## src/rtl/wsf_pkg.sv

```systemverilog
`default_nettype none

package wsf_pkg;

    // pixel layout, red in the lowest byte
    localparam int CHAN_W    = 8;
    localparam int CHANNELS  = 4;
    localparam int COLORS    = 3;
    localparam int ROWS      = 3;
    localparam int CH_RED    = 0;
    localparam int CH_GREEN  = 1;
    localparam int CH_BLUE   = 2;
    localparam int CH_ALPHA  = 3;

    // arithmetic widths
    localparam int CW_W      = 14;
    localparam int NW_W      = 13;
    localparam int NSUM_W    = 11;
    localparam int Q_BITS    = 12;
    localparam int CPROD_W   = CW_W + CHAN_W + 1;
    localparam int NPROD_W   = NW_W + NSUM_W;
    localparam int SUM_W     = NPROD_W + 2;

    // configuration port
    localparam int CFG_IDX_W  = 3;
    localparam int CFG_DATA_W = 14;
    localparam int CFG_SIZE_W = 12;

    typedef enum logic [CFG_IDX_W-1:0] {
        REG_ENABLE        = 3'd0,
        REG_ALPHA_PRESENT = 3'd1,
        REG_FRAME_WIDTH   = 3'd2,
        REG_FRAME_HEIGHT  = 3'd3,
        REG_CENTER_WEIGHT = 3'd4,
        REG_NEIGHBOR_WGT  = 3'd5
    } reg_index_t;

    localparam logic [CFG_SIZE_W-1:0] RST_FRAME_SIZE    = 12'd2048;
    localparam logic [CW_W-1:0]       RST_CENTER_WEIGHT = 14'd4096;

    // geometry defaults
    localparam int DEF_MAX_WIDTH  = 2048;
    localparam int DEF_MAX_HEIGHT = 2048;
    localparam int OUT_COORD_W    = 11;

    // result queue, depth a power of two
    localparam int FIFO_DEPTH = 8;

    typedef logic [CHANNELS-1:0][CHAN_W-1:0] pix_t;
    typedef logic [COLORS-1:0][CHAN_W-1:0]   rgb_t;
    typedef pix_t [ROWS-1:0]                 column_t;

    typedef struct packed {
        pix_t                            center;
        logic [COLORS-1:0][NSUM_W-1:0]   nsum;
    } win_out_t;

    typedef struct packed {
        logic                    has_int;
        logic                    has_bord;
        logic [OUT_COORD_W-1:0]  x;
        logic [OUT_COORD_W-1:0]  y;
        rgb_t                    int_rgb;
        logic [CHAN_W-1:0]       int_alpha;
        pix_t                    bord_px;
    } fifo_entry_t;

    typedef struct packed {
        logic                    last;
        logic [CHAN_W-1:0]       alpha;
        rgb_t                    rgb;
        logic [OUT_COORD_W-1:0]  y;
        logic [OUT_COORD_W-1:0]  x;
    } result_t;

endpackage

`default_nettype wire

```

## src/rtl/wsf_window.sv

```systemverilog
`default_nettype none

module wsf_window
    import wsf_pkg::*;
(
    input  wire logic     clk,
    input  wire logic     shift_en,
    input  wire column_t  col,
    output win_out_t      win
);

    // two older columns; the newest is consumed by the sums directly
    column_t col1_reg;
    column_t col2_reg;
    logic [COLORS-1:0][NSUM_W-1:0] nsum_next;

    // eight neighbours of the center after this shift
    always_comb
    begin
        for (int ch = 0; ch < COLORS; ch++)
        begin
            nsum_next[ch] = NSUM_W'(col1_reg[0][ch]) + NSUM_W'(col1_reg[1][ch])
                          + NSUM_W'(col1_reg[2][ch]) + NSUM_W'(col2_reg[0][ch])
                          + NSUM_W'(col2_reg[2][ch]) + NSUM_W'(col[0][ch])
                          + NSUM_W'(col[1][ch])      + NSUM_W'(col[2][ch]);
        end
    end

    always_ff @(posedge clk)
    begin
        if (shift_en)
        begin
            col1_reg <= col2_reg;
            col2_reg <= col;
        end
        win.center <= col2_reg[1];
        win.nsum   <= nsum_next;
    end

endmodule

`default_nettype wire

```

## config.mk

```make
export PLATFORM = sky130hd
export DESIGN_NAME = wsf_window
export DESIGN_NICKNAME = d
export VERILOG_FILES = /design/src/rtl/wsf_pkg.sv /design/src/rtl/wsf_window.sv
export SDC_FILE = /design/constraint.sdc
export NUM_CORES = 1
export LEC_CHECK = 0
export BUFFER_PORTS_ARGS = -buffer_cell sky130_fd_sc_hd__buf_2
export CAP_MARGIN = 20
export CORE_UTILIZATION = 45
export DETAILED_ROUTE_END_ITERATION = 10
export PLACE_DENSITY_LB_ADDON = 0.25
export SYNTH_ARGS = -nofsm -noshare
export SYNTH_HDL_FRONTEND = slang
export SYNTH_SLANG_ARGS = --single-unit
```

## constraint.sdc

```tcl
create_clock -name clk -period 4.35 [get_ports clk]
set_clock_uncertainty 0.15 [all_clocks]
set_input_delay 0.435 -clock clk [delete_from_list [all_inputs] [get_ports clk]]
set_output_delay 0.435 -clock clk [all_outputs]
set_load 0.005 [all_outputs]
```

# Yosys cells after proc, flatten, opt, wreduce, memory -nomap -nowiden
# Index checks and enable logic that the tools add are counted.
# totals
inputBits	98
reg_bits	217
# classes
n_addsub	21
# ops
op	count
adder 11 x 8 -> 11 bit	12
adder 10 x 8 -> 11 bit	3
adder 9 x 8 -> 10 bit	3
adder 8 x 8 -> 9 bit	3

# Logic depth before layout (Yosys ltp)
# logic_depth
ltp_word	7
mapped_depth	14
mapped_depth_nobuf	14

# Worst setup path before layout
# Ideal clock, no wire load.
# synth_path
path_type	input -> register
startpoint	in col[18] (netlist name)
endpoint	reg win[32] (netlist name)
required_time_ns	4.080
slack_ns	0.504
n_path_buf	0
stages	14
arrival_time_ns	3.576
cell_sequence	inv_1 -> fa_1 -> inv_1 -> fa_1 -> fa_1 -> inv_1 -> fa_1 -> inv_1 -> ha_1 -> fa_1 -> a21oi_1 -> nor2_1 -> nor2_1 -> o21ai_1
# synth_rtl
item	line	rtl
start: declaration	wsf_window.sv:8	input wire column_t col,
end: declaration	wsf_window.sv:9	output win_out_t win

==> flow_metrics.py <==
metrics = {
    "worst_setup_path": {
        "arrival_ns": 4.42,
        "critPathMaxFanout": 2,
        "r2r-end": "win[32]$_DFF_P_",
        "required_ns": 4.60,
        "r2r_start": "col1_reg[18]$_DFFE_PP_",
        "crit_path_end_kind": "flip-flop",
        "r2r_cells": 14,
        "startpoint": "col[18]",
        "crit_type": "in2reg",
        "rrSetupSlack_ns": 0.38,
        "critPathCapture": "win[32]$_DFF_P_",
        "startpoint_type": "primary input",
    },
    "clock_tree": {
        "cts_tree": "built",
        "post_cts_buffers": 0,
        "cts_buffers": 26,
        "htreeDepth": 1,
        "clock_path_buffers": 3,
        "clk_latency_ns": 0.52,
        "clk_pin_slew_ns": 0.05,
        "cts_root_buffer": "clkbuf_16",
        "cts.sinks": 217,
    },
    "floorplanning": {
        "start_util_pct": 45.83,
        "die_width_um": 156.6,
        "die_area_um2": 24530,
        "fp-row-count": 56,
        "ios": 163,
        "die_h_um": 156.6,
        "fp.coreArea_um2": 23470,
    },
    "final_layout": {
        "mostFrequentLayoutCell": "inv_1",
        "mostFrequentLayoutCells": "inv_1, edfxtp_1, buf_2",
        "instances_no_fill": 1360,
        "layout.nets": 1292,
        "drive_gt1_share_pct": 18.56,
        "largest_reg_flops": 80,
        "syn2layout_area_growth_pct": 26.59,
    },
    "sta": {
        "setup_slack_ns": 0.1782,
        "hold_viol": 0,
        "fin_hold_ws_ns": 0.1908,
        "timing.final.crit_share_pct": 95.90,
        "tightest_slew_ns": 0.8557,
        "setup_viol": 0,
        "period_needed_ns": 4.172,
        "setup-tns-final_ns": 0,
        "slew_headroom_pct": 42.95,
        "drv_slew": 0,
        "rsz0062_at_grt": "no",
        "fmax_mhz": 239.7,
    },
    "synthesis": {
        "syn_nets": 1037,
        "synth_seq_cells": 217,
        "yosysSeqAreaShare_pct": 54.52,
        "synthSimpleGateAreaFrac_pct": 1.570,
        "syn_area_per_cell_um2": 14.06,
        "yosys.area_share.adder_pct": 30.08,
        "synth.top_cell.area_share_pct": 42.43,
        "synth.area.top_cells": "edfxtp_1, fa_1, dfxtp_1",
        "yosys_warnings": 0,
        "synth_xor_area_share_pct": 0.9770,
        "synth_ff_type": "edfxtp_1",
        "synthMuxAreaShare_pct": 0.2791,
        "yosys.area.top_type": "edfxtp_1",
        "synth_top_family_by_area": "adder cells",
        "synth-edff-count": 152,
        "postSynthCellCount": 765,
        "syn_area_um2": 10760,
        "ys_async_sr_fraction_pct": 0,
        "synth_cell_types": 32,
        "synth_compound_area_share_pct": 2.629,
    },
    "min_path": {
        "whs_path_depth": 0,
        "hold_class": "reg2reg",
        "min_from": "col2_reg[57]$_DFFE_PP_",
    },
    "routing": {
        "first_pass_iters": 4,
        "drc": 0,
        "ant_nets": 0,
        "dr.first_iter.drc_count": 234,
        "wl_mm": 17.25,
        "viasPerCell": 4.280,
        "wl_per_cell_um": 12.69,
        "vias": 5821,
    },
    "power": {
        "swShare_pct": 34.40,
        "max-vdd-ir-drop_mv": 0.3658,
        "power.total_uw": 8868,
        "p_switching_uw": 3051,
        "p_seq_share_pct": 30.3,
        "clkPwrFrac_pct": 24.9,
        "leakagePower_uw": 0.006412,
        "internal-power_uw": 5818,
        "power.density_nw_per_um2": 651.2,
        "power_frac_comb_pct": 44.8,
    },
    "global_route": {
        "antenna_found_initial": 1,
        "grt_pass1_wl_mm": 28.63,
        "grt_pass1_vias": 6047,
        "grt_usage_pct": 14.95,
        "grt_max_degree": 84,
        "grt_overflow": 0,
    },
    "status": {
        "status": "completed",
    },
    "placement": {
        "place_inst": 1231,
        "hpwl_mm": 12.34,
        "gp_congestion": 0.7850,
        "numPortBuffers": 146,
        "pre_cts_ws_ns": 0.1513,
    },
    "run": {
        "cap_violations": 0,
    },
}
[final cells by class]
class | count | area (um^2)
well taps | 319 | 399.1
flip-flops and latches | 217 | 5866
inverters | 285 | 1070
multi-input cells | 263 | 3830
clock buffers | 38 | 767.0
fillers | 1943 | 9854
repair buffers | 227 | 1558
clock inverters | 10 | 126.4
diodes | 1 | 2.502
[metal layers]
metal	part of all wire, %	wire [um]	track usage (%)
met5	0	0	0
met4	2.6	443	4.762
met3	4.3	737	2.603
met2	48	8312	24.60
met1	45	7760	20.26
[kinds of logic (layout without fill, tap and decap cells)]
family | count (synthesis) | after routing
AO/OA/AOI/OAI | 40 | 40
XOR/XNOR | 12 | 12
adder cells (fa/ha/maj) | 174 | 174
buffers and inverters | 285 | 560
flip-flops | 217 | 217
multiplexers | 3 | 3
other | 0 | 1
AND/OR/NAND/NOR | 34 | 34
[synthesized netlist by cell type (all sizes together) (3+ instances only)]
cell	number
xor2	6
nand2	9
xnor2	6
inv	285
mux2i	3
nand3	7
dfxtp	65
a221oi	3
a21oi	15
a311o	3
fa	141
ha	33
a21o	6
o21ai	4
nor3	5
nor2	4
edfxtp	152
o21bai	3
nor2b	4
[worst min-delay path by stage]
| stage | endpoint | slack, ns |
|---|---|---|
| 6_report | win[58]$_DFF_P_ | 0.19 |
| 5_1_grt | win[58]$_DFF_P_ | 0.20 |
| 4_1_cts | win[58]$_DFF_P_ | 0.20 |
| 3_5_place_dp | win[57]$_DFF_P_ | 0.18 |
| 3_3_place_gp | win[62]$_DFF_P_ | 0.17 |
| 2_1_floorplan | win[57]$_DFF_P_ | 0.17 |
[timing repair]
item                                   CTS  global route
setup endpoints to repair                0             3
endpoints found under the hold margin   80             0
hold buffers                            80             0
resized for setup                        0             2
[metrics by stage]
stage                     utilization, %  instance area (um^2)
after floorplan                        -                 10760
after global placement             50.76                 11910
after detailed placement           50.76                 11910
after CTS                          57.97                 13610
after global routing               58.02                 13620
final                              58.02                 13620
[critical path: stages]
cell and delay, ns:
dlygate4sd3_1 0.53, buf_2 0.11, inv_1 0.05, fa_1 0.53, inv_1 0.05, fa_1 0.45
fa_1 0.49, inv_1 0.05, fa_1 0.47, inv_1 0.04, ha_1 0.23, fa_1 0.48
a21oi_2 0.18, nor2_1 0.07, nor2_1 0.16, o21ai_1 0.09
[power by group through the flow]
stage	clock network [uW]	logic (uW)	registers (uW)
detailed placement	0	3920	2730
CTS	2280	4010	2690
floorplan	0	2970	2750
global route	2360	4650	2720
finish	2210	3970	2690
global placement	0	3840	2720
No activity file was read; power rests on OpenSTA's default activity.
