$ cat config.mk
export PLATFORM = sky130hd
export DESIGN_NAME = wsf_mac
export DESIGN_NICKNAME = d
export VERILOG_FILES = /design/src/rtl/wsf_pkg.sv /design/src/rtl/wsf_mac.sv
export SDC_FILE = /design/constraint.sdc
export NUM_CORES = 2
export LEC_CHECK = 0
export BUFFER_PORTS_ARGS = -buffer_cell sky130_fd_sc_hd__buf_2
export CAP_MARGIN = 20
export CORE_ASPECT_RATIO = 0.7
export CORE_MARGIN = 2
export CORE_UTILIZATION = 60
export CTS_CLUSTER_SIZE = 10
export DETAILED_ROUTE_END_ITERATION = 8
export GPL_TIMING_DRIVEN = 0
export PLACE_DENSITY = 0.78
export SYNTH_ARGS = -nofsm -noshare
export SYNTH_HDL_FRONTEND = slang
export SYNTH_SLANG_ARGS = --single-unit
$ cat constraint.sdc
create_clock -name clk -period 6.81 [get_ports clk]
set_clock_uncertainty 0.15 [all_clocks]
set_input_delay 0.3405 -clock clk [delete_from_list [all_inputs] [get_ports clk]]
set_output_delay 0.3405 -clock clk [all_outputs]
set_load 0.1 [all_outputs]
$ cat src/rtl/wsf_pkg.sv
`default_nettype none

package wsf_pkg;

    // pixel layout, red in the lowest byte
    localparam int CHAN_W    = 8;
    localparam int CHANNELS  = 4;
    localparam int COLORS    = 3;
    localparam int ROWS      = 3;
    localparam int CH_RED    = 0;
    localparam int CH_GREEN  = 1;
    localparam int CH_BLUE   = 2;
    localparam int CH_ALPHA  = 3;

    // arithmetic widths
    localparam int CW_W      = 14;
    localparam int NW_W      = 13;
    localparam int NSUM_W    = 11;
    localparam int Q_BITS    = 12;
    localparam int CPROD_W   = CW_W + CHAN_W + 1;
    localparam int NPROD_W   = NW_W + NSUM_W;
    localparam int SUM_W     = NPROD_W + 2;

    // configuration port
    localparam int CFG_IDX_W  = 3;
    localparam int CFG_DATA_W = 14;
    localparam int CFG_SIZE_W = 12;

    typedef enum logic [CFG_IDX_W-1:0] {
        REG_ENABLE        = 3'd0,
        REG_ALPHA_PRESENT = 3'd1,
        REG_FRAME_WIDTH   = 3'd2,
        REG_FRAME_HEIGHT  = 3'd3,
        REG_CENTER_WEIGHT = 3'd4,
        REG_NEIGHBOR_WGT  = 3'd5
    } reg_index_t;

    localparam logic [CFG_SIZE_W-1:0] RST_FRAME_SIZE    = 12'd2048;
    localparam logic [CW_W-1:0]       RST_CENTER_WEIGHT = 14'd4096;

    // geometry defaults
    localparam int DEF_MAX_WIDTH  = 2048;
    localparam int DEF_MAX_HEIGHT = 2048;
    localparam int OUT_COORD_W    = 11;

    // result queue, depth a power of two
    localparam int FIFO_DEPTH = 8;

    typedef logic [CHANNELS-1:0][CHAN_W-1:0] pix_t;
    typedef logic [COLORS-1:0][CHAN_W-1:0]   rgb_t;
    typedef pix_t [ROWS-1:0]                 column_t;

    typedef struct packed {
        pix_t                            center;
        logic [COLORS-1:0][NSUM_W-1:0]   nsum;
    } win_out_t;

    typedef struct packed {
        logic                    has_int;
        logic                    has_bord;
        logic [OUT_COORD_W-1:0]  x;
        logic [OUT_COORD_W-1:0]  y;
        rgb_t                    int_rgb;
        logic [CHAN_W-1:0]       int_alpha;
        pix_t                    bord_px;
    } fifo_entry_t;

    typedef struct packed {
        logic                    last;
        logic [CHAN_W-1:0]       alpha;
        rgb_t                    rgb;
        logic [OUT_COORD_W-1:0]  y;
        logic [OUT_COORD_W-1:0]  x;
    } result_t;

endpackage

`default_nettype wire

$ cat src/rtl/wsf_mac.sv
`default_nettype none

module wsf_mac
    import wsf_pkg::*;
(
    input  wire logic                    clk,
    input  wire win_out_t                win,
    input  wire logic signed [CW_W-1:0]  center_weight,
    input  wire logic        [NW_W-1:0]  neighbor_weight,
    output rgb_t                         rgb
);

    localparam logic signed [SUM_W-1:0] ROUND = SUM_W'(1 << (Q_BITS - 1));

    logic signed [CPROD_W-1:0] cprod_reg [COLORS];
    logic        [NPROD_W-1:0] nprod_reg [COLORS];
    logic signed [SUM_W-1:0]   sum [COLORS];

    // weight products, registered
    always_ff @(posedge clk)
    begin
        for (int ch = 0; ch < COLORS; ch++)
        begin
            cprod_reg[ch] <= center_weight * $signed({1'b0, win.center[ch]});
            nprod_reg[ch] <= neighbor_weight * win.nsum[ch];
        end
    end

    // round half up, drop fraction, clamp to a byte
    always_comb
    begin
        for (int ch = 0; ch < COLORS; ch++)
        begin
            sum[ch] = SUM_W'(cprod_reg[ch]) + $signed({2'b00, nprod_reg[ch]}) + ROUND;
            priority if (sum[ch][SUM_W-1])
            begin
                rgb[ch] = '0;
            end
            else if (|sum[ch][SUM_W-2:Q_BITS+CHAN_W])
            begin
                rgb[ch] = '1;
            end
            else
            begin
                rgb[ch] = sum[ch][Q_BITS+CHAN_W-1:Q_BITS];
            end
        end
    end

endmodule

`default_nettype wire

Word level (Yosys, flattened, before mapping)
Memory sizes are Yosys's and may differ from the RTL's.
Cells that the tools add are included.
{ "op_classes": {"mux": 6, "multipliers": 6, "n_reduce_logical": 3, "add_sub_neg": 6} }
{ "ops": {"columns": ["cell", "count"], "rows": [
  ["23-bit by 25-bit adder with 26-bit output", 3],
  ["26-bit by 13-bit adder with 26-bit output, second input constant", 3],
  ["13-bit by 11-bit multiplier with 24-bit output", 3],
  ["14-bit by 9-bit multiplier with 23-bit output", 3],
  ["8-bit 2-to-1 mux", 6],
  ["5-bit OR reduction", 3]
]} }
{ "word_totals": {"reg_bits": 0, "n_memories": 2, "ramBits": 141, "inputBits": 93, "out_inout_bits": 24, "word_cells": 23} }
{ "memory_table": {"columns": ["memory", "depth", "width", "read_ports", "rd_ports_with_merged_regs", "wr", "line_no", "source"], "rows": [
  ["nprod_reg", 3, 24, 3, 0, 3, "wsf_mac.sv:16", "logic [NPROD_W-1:0] nprod_reg [COLORS];"],
  ["cprod_reg", 3, 23, 3, 0, 3, "wsf_mac.sv:15", "logic signed [CPROD_W-1:0] cprod_reg [COLORS];"]
]} }

Longest topological paths before layout
{ "logic_depth": {"depth_word": 5, "ltp_mapped": 22, "ltp_nobuf": 21} }

Least setup slack after synthesis
OpenSTA, ideal clock, no wires.
{ "synth_timing": {"path_kind": "input to register", "start": "in win[2] (netlist bit)", "end": "mem nprod_reg[0][23] (netlist bit)", "slack_ns": 1.360, "cell_stages": 17, "t_arrival_ns": 5.237, "path_buffers": 1, "t_required_ns": 6.597, "setup_time_ns": 0.063, "cell_sequence": "clkbuf_1 -> nand2_1 -> fa_1 -> fa_1 -> fa_1 -> inv_1 -> fa_1 -> fa_1 -> ha_1 -> a211oi_1 -> a21oi_1 -> o2111ai_1 -> nand3_1 -> a311oi_1 -> o21ai_1 -> or4_1 -> nand3_1"} }
{ "synth_rtl": {"columns": ["element", "line_no", "source"], "rows": [
  ["start, declared", "wsf_mac.sv:7", "input wire win_out_t win,"],
  ["end, declared", "wsf_mac.sv:16", null]
]} }

==> impl_metrics.yaml <==
outcome:
  status: "completed"
placed_design:
  placedInstanceArea_mm2: 0.0334
  place_ws_ns: 0.362
  io_buffers: 108
  dp_cells: 4381
  hpwlAfterDp_mm: 64.7
  gp_congestion: 0.937
global_route:
  track_usage_pct: 29.0
  grt_pass1_wl_mm: 127
  grt_antenna_before_repair: 3
  overflow: 0
  grt_max_degree: 17
  grt_pass1_vias: 24900
final_layout:
  multiInputGateArea_mm2: 0.0259
  drive_above_1_share_pct: 4.29
  seq_area_mm2: 0.00282
  largest_register_ffs: 72
  fin_util_pct: 64.9
  nNetsFinal: 4835
  fin_cells: 4417
  n_fill_cell: 4377
  final_area_mm2: 0.0341
  area_delta_synth_final_pct: 6.29
clocking:
  cts_resized: 0
  cts_setup_buffers: 0
  cts_sinks: 141
  cts_buffer_depth: 2
  cts_made_buffers: 17
  cts.clk_slew.worst_paths_ns: 0.06
  cts.htree.levels: 4
  ctsHoldBuffers: 0
  cts_tree: "yes"
  cts_root_buf: "clkbuf_16"
pwr:
  combPwrFrac_pct: 84.9
  p_per_area_mw_per_mm2: 486
  p_sw_uw: 9120
  pwr-share-seq_pct: 9.4
  swShare_pct: 55.1
  power_leakage_uw: 0.0180
  ir_worst_vdd_mv: 1.75
  internal-power_uw: 7440
  pwr-share-clk_pct: 5.8
synth:
  synth_cell_types: 73
  synth_edf_count: 0
  synth_top_cell_area_share_pct: 35.2
  yosys_warnings: 0
  synth_ff_type: "dfxtp_1"
  yosysTopAreaCell: "fa_1"
  synth_area_per_cell_um2: 8.93
  synth_area_leaders: "fa_1, ha_1, inv_1"
  synth_cells: 3589
  yosysSeqAreaShare_pct: 8.81
  async_flop_share_pct: 0
  ys_ff_latch: 141
  synth_fp_nets: 4708
  syn_area_mm2: 0.0320
die:
  chipHeight_um: 197
  core-area_mm2: 0.0525
  ioPinCount: 117
  start_util_pct: 61.1
  die_area_mm2: 0.0553
  std_cell_rows: 70
  die_w_um: 280
drt:
  drc: 0
  drtIter0Drc: 1530
  wire_per_inst_um: 17.1
  wl_mm: 75.6
  via_per_inst: 5.40
  dr.pass1.iters: 8
  ant_nets: 0
  vias: 23900
critical_path:
  critPathKind: "input pin to register"
  crit_required_ns: 7.04
  critical_path_arrival_ns: 6.30
  end_kind: "register"
  path_max_fanout: 10
  cp-start-kind: "input pin"
sta:
  maxSlewHeadroom_pct: 35.3
  layout_min_cycle_time_ns: 6.08
  setup_viol: 0
  worst_slack_ns: 0.732
  finalCritPeriodShare_pct: 89.2
  max_freq_ghz: 0.165
  fin_tns_setup_ns: 0
  worst_pin_slew_ns: 0.971
  slew_viol_final: 0
  rsz0062_at_grt: "no"
  finalHoldViolations: 0
worst_hold_path:
  hp-class: "input pin to register"
job:
  maxCapViolations: 0
## routing by layer
layer / up-vias / GRT usage (%) / share of wire, %
li1: 11300 / - / -
met4: 0 / 5.11 / 1.5
met5: - / 0 / 0
met1: 11700 / 40.9 / 45
met3: 102 / 6.49 / 8.6
met2: 803 / 46.4 / 45
## area by class of cell
| cell class | instances | share of cell area (%) |
|---|---|---|
| diodes | 4 | 0.0294 |
| well taps | 684 | 2.51 |
| flip-flops and latches | 141 | 8.29 |
| multi-input cells | 2560 | 76.0 |
| inverters | 761 | 8.39 |
| clock buffers | 19 | 1.33 |
| clock inverters | 13 | 0.455 |
| repair buffers | 108 | 1.59 |
| plain buffers | 127 | 1.40 |
## kinds of logic after synthesis
kind of cell    after synthesis  synth area share, %
flops                       141                 8.81
compound gates              321                 6.75
simple gates               1077                 17.0
fa+ha+maj                  1026                 53.3
xor+xnor                    134                 3.72
buf+inv                     888                 10.4
mux                           2               0.0625
## cell usage after synthesis (7+ instances only)
master / number
o2111ai_1: 7
xnor2_1: 96
and2_1: 425
nor2_1: 82
and3_1: 23
nor3_1: 32
inv_1: 761
nand4_1: 7
clkbuf_1: 127
fa_1: 564
nand2b_1: 11
dfxtp_1: 141
nor2b_1: 17
ha_1: 462
xor2_1: 37
o21bai_1: 10
a21oi_1: 96
nand2_1: 409
a21o_1: 28
a31oi_1: 12
o21ai_1: 13
or3_1: 9
o21a_1: 31
o21ai_0: 42
nand3_1: 40
a211oi_1: 9
## worst paths after layout
kind	endpoint	cells past startpoint	start	slack (ns)
max	nprod_reg[0][23]	18	neighbor_weight[7]	0.73
min	nprod_reg[0][24]	2	win[11]	0.02
## cells in the final DEF, fill, tap and decap left out, drive strengths merged, types with 6 or more instances in the layout
cell type  synthesis  layout
xnor2             96      96
nand2b            11      11
a21oi             97      97
a21boi             8       8
a211oi             9       9
xor2              38      38
and3              23      23
and2             425     425
dfxtp            141     141
or3                9       9
a31oi             13      13
o21ai             57      57
o22ai              6       6
nand4              7       7
o21a              31      31
o2111ai            7       7
nand2            409     409
buf                0     108
a21o              28      28
fa               564     564
inv              761     766
clkbuf           127     146
ha               462     462
o211ai             6       6
o21bai            10      10
nor2              82      82
nor2b             17      17
a211o              6       6
or2                6       6
nand3             40      40
nor3              32      32
a2111oi            6       6
## metrics by stage
stage / power (uW) / hold WS, ns
after global placement: 15200 / 0.444
after global routing: 18400 / 0.0265
final: 16600 / 0.0233
after floorplan: 12600 / 0.312
after CTS: 16600 / 0.0189
after detailed placement: 15500 / 0.459
## critical path, cell delays in order
cell and delay, ns:
buf_2 0.20, clkbuf_1 0.68, nand2_1 0.17, fa_1 0.60
fa_1 0.46, fa_1 0.55, inv_1 0.05, fa_1 0.50
fa_1 0.42, ha_1 0.33, a211oi_1 0.35, a21oi_1 0.17
o2111ai_1 0.26, nand3_1 0.13, a311oi_1 0.39, o21ai_1 0.19
or4_1 0.42, nand3_1 0.09
## power groups by stage
stage          Combinational (uW)  Sequential [uW]  Clock (uW)
2_1_floorplan               11100             1480           0
3_3_place_gp                13700             1570           0
3_5_place_dp                13900             1580           0
4_1_cts                     14100             1560         971
5_1_grt                     15800             1580        1000
6_report                    14000             1550         958
Power figures use the tool's default switching activity.
