--- config.mk ---
export PLATFORM = sky130hd
export DESIGN_NAME = wsf_out_fifo
export DESIGN_NICKNAME = d
export VERILOG_FILES = /design/src/rtl/wsf_pkg.sv /design/src/rtl/wsf_out_fifo.sv
export SDC_FILE = /design/constraint.sdc
export NUM_CORES = 1
export LEC_CHECK = 0
export BUFFER_PORTS_ARGS = -buffer_cell sky130_fd_sc_hd__buf_2
export CORE_MARGIN = 1.5
export CORE_UTILIZATION = 56
export DETAILED_ROUTE_END_ITERATION = 10
export GPL_ROUTABILITY_DRIVEN = 0
export GPL_TIMING_DRIVEN = 0
export HOLD_SLACK_MARGIN = 0.03
export PLACE_DENSITY_LB_ADDON = 0.3
export SLEW_MARGIN = 0
export SYNTH_ARGS = -nofsm -noshare
export SYNTH_HDL_FRONTEND = slang
export SYNTH_SLANG_ARGS = --single-unit
--- constraint.sdc ---
create_clock -name clk -period 8.31 [get_ports clk]
set_input_delay 0.831 -clock clk [delete_from_list [all_inputs] [get_ports clk]]
set_output_delay 0.831 -clock clk [all_outputs]
set_load 0.005 [all_outputs]
--- src/rtl/wsf_pkg.sv ---
`default_nettype none

package wsf_pkg;

    // pixel layout, red in the lowest byte
    localparam int CHAN_W    = 8;
    localparam int CHANNELS  = 4;
    localparam int COLORS    = 3;
    localparam int ROWS      = 3;
    localparam int CH_RED    = 0;
    localparam int CH_GREEN  = 1;
    localparam int CH_BLUE   = 2;
    localparam int CH_ALPHA  = 3;

    // arithmetic widths
    localparam int CW_W      = 14;
    localparam int NW_W      = 13;
    localparam int NSUM_W    = 11;
    localparam int Q_BITS    = 12;
    localparam int CPROD_W   = CW_W + CHAN_W + 1;
    localparam int NPROD_W   = NW_W + NSUM_W;
    localparam int SUM_W     = NPROD_W + 2;

    // configuration port
    localparam int CFG_IDX_W  = 3;
    localparam int CFG_DATA_W = 14;
    localparam int CFG_SIZE_W = 12;

    typedef enum logic [CFG_IDX_W-1:0] {
        REG_ENABLE        = 3'd0,
        REG_ALPHA_PRESENT = 3'd1,
        REG_FRAME_WIDTH   = 3'd2,
        REG_FRAME_HEIGHT  = 3'd3,
        REG_CENTER_WEIGHT = 3'd4,
        REG_NEIGHBOR_WGT  = 3'd5
    } reg_index_t;

    localparam logic [CFG_SIZE_W-1:0] RST_FRAME_SIZE    = 12'd2048;
    localparam logic [CW_W-1:0]       RST_CENTER_WEIGHT = 14'd4096;

    // geometry defaults
    localparam int DEF_MAX_WIDTH  = 2048;
    localparam int DEF_MAX_HEIGHT = 2048;
    localparam int OUT_COORD_W    = 11;

    // result queue, depth a power of two
    localparam int FIFO_DEPTH = 8;

    typedef logic [CHANNELS-1:0][CHAN_W-1:0] pix_t;
    typedef logic [COLORS-1:0][CHAN_W-1:0]   rgb_t;
    typedef pix_t [ROWS-1:0]                 column_t;

    typedef struct packed {
        pix_t                            center;
        logic [COLORS-1:0][NSUM_W-1:0]   nsum;
    } win_out_t;

    typedef struct packed {
        logic                    has_int;
        logic                    has_bord;
        logic [OUT_COORD_W-1:0]  x;
        logic [OUT_COORD_W-1:0]  y;
        rgb_t                    int_rgb;
        logic [CHAN_W-1:0]       int_alpha;
        pix_t                    bord_px;
    } fifo_entry_t;

    typedef struct packed {
        logic                    last;
        logic [CHAN_W-1:0]       alpha;
        rgb_t                    rgb;
        logic [OUT_COORD_W-1:0]  y;
        logic [OUT_COORD_W-1:0]  x;
    } result_t;

endpackage

`default_nettype wire

--- src/rtl/wsf_out_fifo.sv ---
`default_nettype none

module wsf_out_fifo
    import wsf_pkg::*;
(
    input  wire logic                            clk,
    input  wire logic                            rst_n,
    input  wire logic                            push,
    input  wire fifo_entry_t                     push_entry,
    output logic [$clog2(FIFO_DEPTH+1)-1:0]      count,
    output logic                                 out_valid,
    input  wire logic                            out_ready,
    output result_t                              out_res
);

    localparam int PTR_W = $clog2(FIFO_DEPTH);
    localparam int CNT_W = $clog2(FIFO_DEPTH + 1);

    fifo_entry_t entry_reg [FIFO_DEPTH];
    fifo_entry_t head;
    logic [PTR_W-1:0] wr_ptr_reg;
    logic [PTR_W-1:0] rd_ptr_reg;
    logic [CNT_W-1:0] count_reg;
    logic             phase_reg;
    logic             show_int;
    logic             fire;
    logic             pop;

    assign head      = entry_reg[rd_ptr_reg];
    assign out_valid = (count_reg != '0);
    assign count     = count_reg;

    // interior result first, then the border one of the same item
    assign show_int = head.has_int && !phase_reg;
    always_comb
    begin
        if (show_int)
        begin
            out_res.x     = head.x - OUT_COORD_W'(1);
            out_res.y     = head.y - OUT_COORD_W'(1);
            out_res.rgb   = head.int_rgb;
            out_res.alpha = head.int_alpha;
            out_res.last  = !head.has_bord;
        end
        else
        begin
            out_res.x     = head.x;
            out_res.y     = head.y;
            out_res.rgb   = {head.bord_px[CH_BLUE], head.bord_px[CH_GREEN],
                             head.bord_px[CH_RED]};
            out_res.alpha = head.bord_px[CH_ALPHA];
            out_res.last  = 1'b1;
        end
    end

    assign fire = out_valid && out_ready;
    assign pop  = fire && out_res.last;

    always_ff @(posedge clk)
    begin
        if (push)
        begin
            entry_reg[wr_ptr_reg] <= push_entry;
        end
    end

    always_ff @(posedge clk or negedge rst_n)
    begin
        if (!rst_n)
        begin
            wr_ptr_reg <= '0;
            rd_ptr_reg <= '0;
            count_reg  <= '0;
            phase_reg  <= 1'b0;
        end
        else
        begin
            if (push)
            begin
                wr_ptr_reg <= wr_ptr_reg + PTR_W'(1);
            end
            if (pop)
            begin
                rd_ptr_reg <= rd_ptr_reg + PTR_W'(1);
                phase_reg  <= 1'b0;
            end
            else if (fire)
            begin
                phase_reg <= 1'b1;
            end
            count_reg <= count_reg + CNT_W'(push) - CNT_W'(pop);
        end
    end

endmodule

`default_nettype wire

; Yosys cells after proc, flatten, opt, wreduce, memory -nomap -nowiden
; Memory sizes are Yosys's and may differ from the RTL's.
; Cells that the tools add are included.
[totals]
reg_bits = 11
latchBits = 0
ramBits = 704
romBits = 0
input_bits = 92
output_inout_bits = 60
word_cells = 23
n_memories = 1
[memory_table]
columns = name, words, word_bits, read_ports, rd_ports_with_merged_regs, wr, line_no
row1 = entry_reg, 8, 88, 1, 0, 1, wsf_out_fifo.sv:19  ; fifo_entry_t entry_reg [FIFO_DEPTH];
[op_classes]
add_sub_neg = 6
n_mul = 0
div = 0
magnitude_cmp = 0
eq_ne = 0
shift = 0
n_mux = 5
n_bitwise = 0
n_reduce_logical = 7
[op_table]
columns = op, n
row1 = $mux 55, 1
row2 = $sub 11x1->11 const B, 2
row3 = $add 3x1->3 const B, 2
row4 = $add 4x1->4, 1
row5 = $mux 1, 4
row6 = $reduce_bool 4->1, 1
row7 = $sub 4x1->4, 1
row8 = $logic_and 1x1->1, 3
row9 = $logic_not 1->1, 2
row10 = $reduce_bool 2->1, 1

; Longest topological paths before layout
; Gate-level depths: netlist of the first run.
[depth]
depth_word = 5
ltp_mapped = 11
mapped_depth_nobuf = 11

; Least setup slack after synthesis of the first run
; Ideal clock, no wire load.
[synth_path]
kind = input -> register
start = input push
end = memory entry_reg[0][0] in the netlist's numbering, enable pin
setup_time_ns = 0.642
arrival_ns = 6.884
path_slack_ns = 0.784
path_stages = 2
path_buffers = 0
path_cell_list = nand2b_1 > nor3_1
[synth_between]
elab_chain_len = 2
[synth_lines]
columns = element, line_no
row1 = start: declaration, wsf_out_fifo.sv:8  ; input wire logic push,
row2 = $mux 1, wsf_out_fifo.sv:61  ; if (push)
row3 = $mux 1 (implied by the code), wsf_out_fifo.sv:63  ; entry_reg[wr_ptr_reg] <= push_entry;
row4 = end: declaration, wsf_out_fifo.sv:19
; No other way between the ends.

==> flow_metrics.tcl, run 1 <==
set metrics [dict create \
    synth_top_area_cell "edfxtp_1" \
    yosys.area_share.xor_xnor 0.00787 \
    path_clk_slew_ns 0.06 \
    synth_edf_count 704 \
    synthArstFlopShare 0.0154 \
    num_vias 13100 \
    port_buffers 151 \
    clock-root-buffer "clkbuf_16" \
    hp-class "in -> async" \
    layout-drive-gt1-share 0.344 \
    synth.area.mux_share 0.183 \
    post_cts_buffers 0 \
    rsz0062_at_grt "false" \
    initial_utilization 0.569 \
    cts_max_level 3 \
    grt.overflow.total 0 \
    cap_violations 0 \
    yosysSeqAreaShare 0.769 \
    viasPerCell 5.98 \
    total_leakage_power_nw 10.7 \
    grt_pass1_vias 13700 \
    synth_nets 1314 \
    fin_nets 1577 \
    fillers 3094 \
    pin_count 152 \
    fmax_ghz 0.209 \
    grt_max_degree 28 \
    ctsHoldBuffers 0 \
    finalCritPeriodShare 0.576 \
    peakVddDrop_uv 289 \
    synthToLayoutAreaGrowth_pct 15.9 \
    path_cells "buf_6, buf_12, buf_4, buf_2, clkbuf_1, clkbuf_1, nand2_1, o21ai_0, buf_2" \
    hold_violations 0 \
    max_slew_margin 0.260 \
    grt_pass1_wl_um 87500 \
    crit_type "reg -> out" \
    dieArea_um2 51000 \
    cts_max_path_buffers 3 \
    ys_ff_latch 715 \
    fin_crit_ns 4.78 \
    r2r-start "rd_ptr_reg[0]" \
    antenna_found_initial 9 \
    cts_tree "yes" \
    synth_top_cells_by_count "edfxtp_1 (704), mux4_2 (157), mux2i_1 (53)" \
    avgSynthCellArea_um2 22.9 \
    yosys-top-cells-area "edfxtp_1 (76%), mux4_2 (13%), mux4_1 (2.0%), mux2i_1 (1.9%), mux2_2 (1.4%)" \
    cp.required_ns 7.48 \
    rows 81 \
    max_stage_delay_ns 0.67 \
    yosys.area_share.adder 0.00432 \
    synth_flop_cell "edfxtp_1" \
    yosysMostFrequentCell "edfxtp_1" \
    r2r_setup_slack_ns 5.17 \
    clock_sinks 715 \
    drtIter0Drc 1262 \
    die_w_um 226 \
    largest_reg_flops 704 \
    synth_top_area_share 0.760 \
    cts_buffers 71 \
    ant_nets 0 \
    synth_compound_area_frac 0.00787 \
    maxSlewViolCount 0 \
    ys_types 44 \
    skew_ns 0.0209 \
    drtPass1Iterations 5 \
    synth_top_family_by_area "multiplexers" \
    slowest_stage "clkbuf_1" \
    yosys_warnings 0 \
    cts.repair.resized 0 \
    drt-total-wl_um 58800 \
    netlist_area_um2 27800 \
    yosys.area_share.simple 0.0157 \
    critical_path.endpoint_type "primary output" \
    critPathArrivalTime_ns 3.95 \
    cp-start-kind "flop" \
    drc_errors 0 \
    dp_hpwl_um 37200 \
    detail_route.wl_per_cell_um 26.8 \
    fp.coreArea_um2 49000 \
    setup_viol 0 \
    critPathMaxFanout 10 \
    status "finished, final reports clean" \
    grtUsageTotal 0.241 \
    synthCells 1213 \
    dp.cells 2067 \
    die_h_um 226 \
    worst_slew_pin_slew_ns 1.11 \
    crit_path_start "rd_ptr_reg[1]" \
    p_per_area_nw_per_um2 356 \
    insertion_delay_ns 0.61 \
    finalPower_mw 11.5 \
    layout.cells.non_filler 2198 \
]
==> worst paths after layout <==
path / end / cells after the start
worst max-delay path: out_res[33] / 9
worst min-delay path: count[2] / 1
worst max register to register: count[2] / 11
worst min register to register: wr_ptr_reg[1] / 1
max in group asynchronous: rd_ptr_reg[0] / 1
min in group clk: entry_reg[3][69] / 1
==> area by class of cell <==
cell class / count / area [µm²] / area share
inverters: 11 / 41.3 / 0.00128
well taps: 664 / 831 / 0.0258
clock inverters: 32 / 244 / 0.00756
repair buffers: 190 / 1360 / 0.0422
plain buffers: 56 / 299 / 0.00927
flip-flops and latches: 715 / 21400 / 0.664
diodes: 6 / 15.0 / 0.000465
multi-input cells: 431 / 6130 / 0.190
clock buffers: 93 / 1920 / 0.0596
==> worst max-delay path, delay by kind of cell (launching register included) <==
family	cells	cell delay, ns
and+or+nand+nor	1	0.09
DFF	1	0.46
AOI/OAI and AO/OA	1	0.24
buffers and inverters	7	2.53
==> through the flow <==
stage	TNS [ns]	hold WS [ns]	util	area [µm²]	setup WS (ns)
2_1_floorplan	0	0.517	-	27800	0.784
5_1_grt	0	0.0968	0.659	32200	3.38
4_1_cts	0	0.0782	0.659	32200	3.40
3_5_place_dp	0	0.546	0.614	30100	4.03
6_report	0	0.0942	0.659	32300	3.53
3_3_place_gp	-1248.86	0.533	0.601	29400	-5.41
==> where the power goes <==
part	switching [mW]	total, mW	internal [mW]
clock	1.29	3.01	1.72
combinational	2.11	3.84	1.74
sequential	0.121	4.64	4.52
total	3.52	11.5	7.98
==> cell families after synthesis <==
logic type | Yosys count
flops | 715
mux | 269
simple gates | 87
buf+inv | 67
compound gates | 41
xor+xnor | 25
fa+ha+maj | 9
==> layer usage <==
layer | vias to the layer above | track usage | routed length (µm)
li1 | 5642 | - | -
met1 | 6899 | 0.317 | 23000
met2 | 469 | 0.407 | 30300
met3 | 115 | 0.0513 | 4120
met4 | 14 | 0.0701 | 1300
met5 | - | 0 | 91
==> placed cells by master, fill, tap and decap left out, drive strengths merged, types with 3 or more instances in the layout <==
cell type and instances:
edfxtp 704, xor2 9, ha 8, nand4 3, diode 6, nor2 11
bufinv 3, o21ai 34, nand3 6, xnor2 16, nand2b 3, dfrtp 11
buf 228, clkbuf 111, nand2 48, mux4 178, mux2 35, inv 13
nor3 5, mux2i 56, clkinv 25
Note: power is estimated with default switching activity, not from simulation.
==> run 2, diff against run 1 <==
--- a/config.mk
+++ b/config.mk
@@ -5,6 +5,7 @@
 export SDC_FILE = /design/constraint.sdc
 export NUM_CORES = 1
 export LEC_CHECK = 0
+export ABC_AREA = 1
 export BUFFER_PORTS_ARGS = -buffer_cell sky130_fd_sc_hd__buf_2
 export CORE_MARGIN = 1.5
 export CORE_UTILIZATION = 56
==> constraint.sdc (replaced) <==
create_clock -name clk -period 4.6 [get_ports clk]
set_input_delay 0.46 -clock clk [delete_from_list [all_inputs] [get_ports clk]]
set_output_delay 0.46 -clock clk [all_outputs]
set_load 0.005 [all_outputs]
==> run 2 against run 1 <==
Net effect:
- sequential share of layout area shrank 2.6 points
- flip-flop and latch count unchanged
- cell count is 45% higher
- clock-buffer cell count shrank 2
- sequential power rose by 73%
- register-to-register slack got worse by 3.7 ns
- largest cell class unchanged
==> flow_metrics.tcl, run 2 <==
set metrics [dict create \
    status "finished, final reports clean" \
    drtIter0Drc 2506 \
    num_vias 19800 \
    synth_top_area_share 0.730 \
    insertion_delay_ns 0.63 \
    layout.cells.non_filler 3194 \
    grt.overflow.total 0 \
    layout-drive-gt1-share 0.147 \
    setup_viol 0 \
    critPathMaxFanout 10 \
    rows 83 \
    skew_ns 0.0265 \
    yosys-top-cells-area "edfxtp_1 (73%), nand2_1 (4.4%), o221ai_1 (3.9%), o21ai_0 (3.6%), nor2_1 (3.2%)" \
    maxSlewViolCount 0 \
    fin_crit_ns 4.25 \
    hold_slack_ns 0.101 \
    grt_pass1_vias 19600 \
    peakVddDrop_uv 409 \
    hp-class "in -> reg" \
    antenna_found_initial 15 \
    synth_top_area_cell "edfxtp_1" \
    yosysSeqAreaShare 0.739 \
    fin_nets 2555 \
    pin_count 152 \
    drt-total-wl_um 81400 \
    synth_nets 2299 \
    cts_tree "yes" \
    rsz0062_at_grt "false" \
    synth_edf_count 704 \
    dieArea_um2 53100 \
    netlist_area_um2 29000 \
    p_per_area_nw_per_um2 676 \
    finalCritPeriodShare 0.923 \
    final_common_cell "edfxtp_1" \
    port_buffers 151 \
    fin_area_um2 33600 \
    viasPerCell 6.19 \
    path_cells "inv_2, buf_4, clkbuf_1, clkbuf_1, o221ai_1, nand3_1, nand2_1, buf_2" \
    synth_top_cells_by_count "edfxtp_1 (704), nand2_1 (342), nor2_1 (249)" \
    path_clk_slew_ns 0.06 \
    cts.repair.resized 0 \
    ctsHoldBuffers 1 \
    synthToLayoutAreaGrowth_pct 15.9 \
    synthCells 2198 \
    critical_path.endpoint_type "primary output" \
    finalPower_mw 22.7 \
    cp_common_cell "clkbuf_1" \
    drc_errors 0 \
    grt_pass1_wl_um 120000 \
    post_cts_buffers 0 \
    cp.required_ns 4.14 \
    most-common-layout-cells "edfxtp_1 (704), nand2_1 (342), nor2_1 (241)" \
    initial_utilization 0.566 \
    placed_area_um2 31400 \
    yosys_warnings 0 \
    critical-path-top-delay-family "buffers and inverters" \
    total_leakage_power_nw 12.2 \
    max_slew_margin 0.303 \
    clock_sinks 715 \
    crit_type "reg -> out" \
    fmax_ghz 0.235 \
    ant_nets 0 \
    cp-start-kind "flop" \
    slowest_stage "clkbuf_1" \
    synth_flop_cell "edfxtp_1" \
    drtPass1Iterations 6 \
    detail_route.wl_per_cell_um 25.5 \
    critPathArrivalTime_ns 3.79 \
    path_buf_inv 5 \
    yosysMostFrequentCell "edfxtp_1" \
    avgSynthCellArea_um2 13.2 \
    max_stage_delay_ns 0.84 \
    clock-root-buffer "clkbuf_16" \
    ys_types 32 \
    largest_reg_flops 704 \
    ys_ff_latch 715 \
    cap_violations 0 \
    cts_max_level 3 \
    grtUsageTotal 0.308 \
    cts_max_path_buffers 3 \
    dp_hpwl_um 53900 \
    cts_buffers 70 \
    die_h_um 230 \
    fp.coreArea_um2 51200 \
    worst_slew_pin_slew_ns 1.05 \
    die_w_um 230 \
    grt_max_degree 26 \
    synthArstFlopShare 0.0154 \
    hold_violations 0 \
    dp.cells 3061 \
]
-- run 2: through the flow --
step | utilization | worst slack [ns] | setup TNS (ns)
detailed placement | 0.613 | 1.14 | 0
global route | 0.656 | 0.332 | 0
CTS | 0.655 | 0.500 | 0
floorplan | - | -0.413 | -145.26
global placement | 0.597 | -4.22 | -1801.75
finish | 0.656 | 0.352 | 0
-- run 2: cell type report --
cell class	count	area, µm²
clock buffers	91	1920
diodes	9	22.5
plain buffers	136	731
fillers	3555	17600
flip-flops and latches	715	21400
repair buffers	184	1500
well taps	680	851
inverters	131	494
multi-input cells	1216	6390
clock inverters	32	258
-- run 2: final timing paths --
path	start	end	slack, ns	cells past startpoint
max	rd_ptr_reg[1]	out_res[41]	0.35	8
max reg2reg	rd_ptr_reg[1]	count[1]	1.46	14
min	push_entry[58]	entry_reg[1][58]	0.10	1
max in group asynchronous	rst_n	rd_ptr_reg[2]	4.07	2
min reg2reg	wr_ptr_reg[0]	wr_ptr_reg[0]	0.56	2
min in group asynchronous	rst_n	count[3]	0.28	2
-- run 2: layer usage --
layer,vias up,part of all wire,GRT usage
met4,12,0.044,0.149
met3,247,0.10,0.0652
met5,-,0.0011,0
li1,8541,-,-
met1,9702,0.36,0.396
met2,1261,0.49,0.502
-- run 2: power by group --
group	switching (mW)	internal (mW)	total, mW	leakage [nW]
registers	0.165	7.89	8.05	6.53
logic	6.43	2.67	9.10	4.62
clock network	2.42	3.12	5.53	1.06
total	9.01	13.7	22.7	12.2
-- run 2: worst register-to-register path: stages, from the launching register on --
cell,delay [ns]
dfrtp_1,0.41
inv_2,0.20
buf_1,0.59
nand3_1,0.17
nand3_1,0.10
nand2_1,0.14
nand2_1,0.14
nand2_2,0.13
nor2_1,0.19
inv_1,0.10
nand2_1,0.07
ha_1,0.17
inv_1,0.07
fa_1,0.51
inv_1,0.05
-- run 2: logic make-up (layout without fill, tap and decap cells) --
logic type | Yosys count | in the layout | synth area share
AO/OA/AOI/OAI | 352 | 352 | 0.0780
XOR/XNOR | 12 | 12 | 0.00363
adder cells (fa/ha/maj) | 9 | 9 | 0.00415
buffers and inverters | 267 | 574 | 0.0423
flip-flops | 715 | 715 | 0.739
multiplexers | 64 | 64 | 0.0221
other | 0 | 9 | 0
AND/OR/NAND/NOR | 779 | 779 | 0.111
